[src/sv/lim_pkg.sv]
// Shared types, constants and the CORDIC arctangent table for the lock-in impedance meter.
package lim_pkg;

    localparam int CORDIC_STEPS = 30;
    localparam int STEP_W       = 5;
    localparam int ANG_W        = 34;
    localparam int CRD_W        = 33;
    localparam int T_W          = 64;
    localparam int SHUNT_W      = 22;
    localparam int CFG_IDX_W    = 2;
    localparam int CFG_DATA_W   = 32;
    localparam int Z_W          = 48;
    localparam int PH_W         = 16;

    localparam logic [CFG_IDX_W-1:0] CFG_PHASE_STEP = 2'd0;
    localparam logic [CFG_IDX_W-1:0] CFG_SHUNT_OHMS = 2'd1;

    localparam logic [SHUNT_W-1:0] SHUNT_RESET = 22'd300;
    localparam logic signed [CRD_W-1:0] INV_GAIN_Q30 = 33'sd652032874;

    // one finished window: doubled trapezoid sums with guard bits, plus the shunt
    typedef struct packed {
        logic signed [T_W-1:0] t_us;
        logic signed [T_W-1:0] t_uc;
        logic signed [T_W-1:0] t_is;
        logic signed [T_W-1:0] t_ic;
        logic [SHUNT_W-1:0]    shunt;
    } lim_entry_t;

    typedef struct packed {
        logic full;
        logic empty;
    } lim_q_stat_t;

    // arctangent of 2^-k in 2^-32 turn
    function automatic logic [31:0] atan_turn(input logic [STEP_W-1:0] k);
        logic [31:0] v;
        begin
            v = 32'd0;
            case (k)
                5'd0:  v = 32'd536870912;
                5'd1:  v = 32'd316933406;
                5'd2:  v = 32'd167458907;
                5'd3:  v = 32'd85004756;
                5'd4:  v = 32'd42667331;
                5'd5:  v = 32'd21354465;
                5'd6:  v = 32'd10679838;
                5'd7:  v = 32'd5340245;
                5'd8:  v = 32'd2670163;
                5'd9:  v = 32'd1335087;
                5'd10: v = 32'd667544;
                5'd11: v = 32'd333772;
                5'd12: v = 32'd166886;
                5'd13: v = 32'd83443;
                5'd14: v = 32'd41722;
                5'd15: v = 32'd20861;
                5'd16: v = 32'd10430;
                5'd17: v = 32'd5215;
                5'd18: v = 32'd2608;
                5'd19: v = 32'd1304;
                5'd20: v = 32'd652;
                5'd21: v = 32'd326;
                5'd22: v = 32'd163;
                5'd23: v = 32'd81;
                5'd24: v = 32'd41;
                5'd25: v = 32'd20;
                5'd26: v = 32'd10;
                5'd27: v = 32'd5;
                5'd28: v = 32'd3;
                5'd29: v = 32'd1;
                default: v = 32'd0;
            endcase
            return v;
        end
    endfunction

endpackage

[src/sv/lim_queue.sv]
// Two-entry queue of finished windows between the front and back ends.
module lim_queue (
    input  logic                 clk,
    input  logic                 rst_n,
    input  logic                 push,
    input  lim_pkg::lim_entry_t  push_entry,
    input  logic                 pop,
    output lim_pkg::lim_entry_t  pop_entry,
    output lim_pkg::lim_q_stat_t stat
);

    lim_pkg::lim_entry_t slot_reg [2];
    logic                wr_ptr_reg;
    logic                rd_ptr_reg;
    logic [1:0]          count_reg;

    // pointers and fill level
    always_ff @(posedge clk or negedge rst_n)
    begin
        if (!rst_n)
        begin
            wr_ptr_reg <= 1'b0;
            rd_ptr_reg <= 1'b0;
            count_reg  <= '0;
        end
        else
        begin
            if (push)
                wr_ptr_reg <= ~wr_ptr_reg;
            if (pop)
                rd_ptr_reg <= ~rd_ptr_reg;
            if (push && !pop)
                count_reg <= count_reg + 1'b1;
            else if (pop && !push)
                count_reg <= count_reg - 1'b1;
        end
    end

    always_ff @(posedge clk)
    begin
        if (push)
            slot_reg[wr_ptr_reg] <= push_entry;
    end

    assign pop_entry  = slot_reg[rd_ptr_reg];
    assign stat.full  = (count_reg == 2'd2);
    assign stat.empty = (count_reg == 2'd0);

endmodule

[config.mk]
export PLATFORM = sky130hd
export DESIGN_NAME = lim_queue
export DESIGN_NICKNAME = d
export VERILOG_FILES = /design/src/sv/lim_pkg.sv /design/src/sv/lim_queue.sv
export SDC_FILE = /design/constraint.sdc
export NUM_CORES = 1
export LEC_CHECK = 0
export BUFFER_PORTS_ARGS = -buffer_cell sky130_fd_sc_hd__buf_2
export CAP_MARGIN = 20
export CELL_PAD_IN_SITES_DETAIL_PLACEMENT = 1
export CELL_PAD_IN_SITES_GLOBAL_PLACEMENT = 2
export CORE_UTILIZATION = 40
export CTS_CLUSTER_SIZE = 12
export DETAILED_ROUTE_END_ITERATION = 10
export PLACE_DENSITY_LB_ADDON = 0.3
export SLEW_MARGIN = 25
export SYNTH_ARGS = -nofsm -noshare
export SYNTH_HDL_FRONTEND = slang
export SYNTH_SLANG_ARGS = --single-unit
[constraint.sdc]
create_clock -name clk -period 35.4 [get_ports clk]
set_clock_uncertainty 0.2 [all_clocks]
set_input_delay 7.08 -clock clk [delete_from_list [all_inputs] [get_ports clk]]
set_output_delay 7.08 -clock clk [all_outputs]
set_load 0.01 [all_outputs]
# Yosys cells after proc, flatten, opt, wreduce, memory -nomap -nowiden
# Memories as Yosys holds them, arrays and structs flattened.
# Index checks and enable logic that the tools add are counted.
# totals
ff_bits,4
ram_bits,556
inputBits,282
out_inout_bits,280
elab_cells,19
mem_count,1
# classes
addsub,2
n_eq_ne,1
mux,4
bitwise_logic,2
n_reduce_logical,6
# mem_list
name,depth,word_bits,rd,rd_clocked_by_memory_dff,wr,line_no,text
slot_reg,2,278,1,0,1,lim_queue.sv:12,lim_pkg::lim_entry_t slot_reg [2];
# ops
cell,n
two-way mux 2 bit,2
"adder 2 x 1 -> 2 bit, second input constant",1
"equality test 2 bit, second input constant",1
logical AND 1 bit,2
zero test 1 bit,2
zero test 2 bit,1
two-way mux 1 bit,2
NOT 1 bit,2
nonzero test 2 bit,1
"subtractor 2 x 1 -> 2 bit, second input constant",1

# Logic depth before layout (Yosys ltp)
# logic_depth
word_depth,4
depth_mapped,5
depth_no_buf,5

# Worst setup path before layout
# No wires, ideal clock.
# synth_timing
path_kind,input -> register
startpoint,input push
endpoint,memory slot_reg[0][0] in the netlist's numbering (enable)
setup_time_ns,0.956
t_arrival_ns,19.035
required_ns,34.244
path_slack_ns,15.209
path_stages,1
path_buffers,0
path_cell_list,nor2b_1
# synth_between
elab_chain_cells,2
# synth_rtl
element,line_no,text
start: declaration,lim_queue.sv:5,"input logic push,"
two-way mux 1 bit,lim_queue.sv:41,if (push)
two-way mux 1 bit (not written as such),lim_queue.sv:42,slot_reg[wr_ptr_reg] <= push_entry;
end: declaration,lim_queue.sv:12,
# Every way passes these cells.

==> flow_summary.toml <==
[global_routing]
antenna_found_initial = 21
grt_pass1_wl_um = 71290
grt_max_degree = 181
grt_pass1_vias = 11260
gr-usage-all-layers_pct = 18.26
grt-ovfl-total = 0

[logic_synthesis]
syn_nets = 1164
synth-seq-cells = 560
yosysWarnings = 0
ys_seq_area_share_pct = 79.70
avgSynthCellArea_um2 = 23.92
syn_inst = 881
syn-cell-area_um2 = 21080
ys_types = 13

[clock_tree]
cts_setup_buffers = 0
cts_resized = 0
clkLatencyLatePin_ns = 0.59
root_buffer = "clkbuf_16"
hold_buffers = 0
clk_pin_slew_worst_paths_ns = 0.06
cts_tree = "done"
cts_buffer_depth = 3
clock-sinks = 560
htreeDepth = 2
cts_buffers = 58

[power]
peakVddDrop_uv = 48.52
p_per_area_nw_per_um2 = 81.50
leakage_nw = 10.40

[worst_setup_path]
cp.required_ns = 28.12
endpoint_kind = "output port"
crit_fanout = 58
cp.arrival_ns = 3.85
startpoint_type = "flop"
critPathKind = "flop to output port"

[placed_design]
post-dp-hpwl_um = 35800
io_buffers = 561
gp_congestion = 0.7777
place_ws_ns = 24.78

[sta]
worst_hold_slack_ns = 0.2992
max_freq_mhz = 89.87
rsz0062_at_grt = "false"
slew_violations = 0
setup_slack_ns = 24.27
fin_crit_sh_pct = 31.43
finalHoldViolations = 0
finalSetupViolations = 0
finalSetupTns_ns = 0
tightestPinTransition_ns = 0.9725
min_period_ns = 11.13
relSlewSlack_pct = 35.03

[final_layout]
largest_reg_flops = 556
areaGrowthSynthToFinish_pct = 25.02
final_nets = 1765
drive_gt1_share_pct = 60.50

[routing]
drt_iter0_drc = 411
drtPass1Iterations = 4
ant_nets = 0
route.detailed.drc = 0
routed_wl_um = 50550
via_per_inst = 4.762
wl_per_cell_um = 22.81
num_vias = 10550

[status]
status = "completed"

[floorplan]
die_area_um2 = 53610
die_x_um = 231.5
die_h_um = 231.5
io_pins = 562
row_count = 83
coreArea_um2 = 51720
start_util_pct = 40.75

[min_path]
holdCritPathClass = "flop to flop"

[flow_run]
drv_cap = 0
[cell usage in the layout (no fill, tap or decap), types with 2 or more instances in the layout]
master,synthesis,routed
mux2_4,200,200
edfxtp_1,556,556
dfrtp_1,4,3
clkbuf_1,0,16
buf_6,25,4
diode_2,0,12
buf_2,6,561
clkinv_2,0,6
bufinv_16,0,2
clkinv_1,0,17
buf_12,0,2
nor2_1,2,2
xor2_1,4,4
mux2_2,78,78
buf_4,0,4
clkbuf_16,0,61
[critical path, cell delays in order, from the launching register on]
cell and delay, ns:
dfrtp_4 0.88, buf_12 0.29, buf_4 0.76, buf_4 0.75, mux2_4 0.35, buf_2 0.14
[final timing paths]
path	from	end	slack, ns	depth (start not counted)
max	rd_ptr_reg$_DFFE_PN0P_	pop_entry[135]	24.27	5
min	count_reg[1]$_DFFE_PN0P_	count_reg[1]$_DFFE_PN0P_	0.30	1
min in group asynchronous	rst_n	wr_ptr_reg$_DFFE_PN0P_	6.09	1
min reg2reg	count_reg[1]$_DFFE_PN0P_	count_reg[1]$_DFFE_PN0P_	0.30	1
max reg2reg	wr_ptr_reg$_DFFE_PN0P_	slot_reg[1][139]$_DFFE_PP_	31.96	3
max in group asynchronous	rst_n	rd_ptr_reg$_DFFE_PN0P_	28.77	1
[cell usage after synthesis]
cell / instances / area, um2
and2_1: 1 / 6.260
dfrtp_1: 4 / 100.1
ha_1: 1 / 12.51
nor2_1: 2 / 7.510
mux2_2: 78 / 878.3
buf_2: 6 / 30.03
xnor2_1: 1 / 8.760
buf_6: 25 / 281.5
nor2b_1: 2 / 12.51
xor2_1: 4 / 35.03
inv_1: 1 / 3.750
mux2_4: 200 / 3003
edfxtp_1: 556 / 16700
[power by group]
part / switching, W / total [W] / internal [W] / leakage (nW)
Sequential: 0.0000430 / 0.000924 / 0.000881 / 5.26
Clock: 0.000234 / 0.000559 / 0.000325 / 0.849
Combinational: 0.000346 / 0.000664 / 0.000318 / 4.28
[cell type report]
cell class / instances / area (um2)
tap: 680 / 850.8
fill: 4890 / 25370
inverter: 1 / 3.754
timing repair buffer: 572 / 2950
sequential: 560 / 16800
multi-input combinational: 289 / 3974
clock buffer: 77 / 1587
clock inverter: 25 / 153.9
antenna: 12 / 30.03
[through the flow]
step | instance area [um2] | utilization (%) | power (W) | cells
2_1_floorplan | 21080 | - | 0.001424 | 881
3_3_place_gp | 24520 | 47.40 | 0.001605 | 2100
3_5_place_dp | 24540 | 47.46 | 0.001615 | 2101
4_1_cts | 26280 | 50.82 | 0.002180 | 2203
5_1_grt | 26340 | 50.92 | 0.002242 | 2211
6_report | 26350 | 50.95 | 0.002147 | 2216
[per-layer routing]
metal | GRT usage [%] | wire length [um]
met5 | 0 | 144
met4 | 5.921 | 1279
met1 | 20.68 | 18650
met2 | 30.85 | 25520
met3 | 7.960 | 4952
[logic make-up after synthesis]
| family | after synthesis | synth area share (%) |
|---|---|---|
| flops | 560 | 79.70 |
| mux | 278 | 18.42 |
| buf+inv | 32 | 1.496 |
| simple gates | 5 | 0.1247 |
| xor+xnor | 5 | 0.2078 |
| fa+ha+maj | 1 | 0.05936 |
Power figures use the tool's default switching activity.
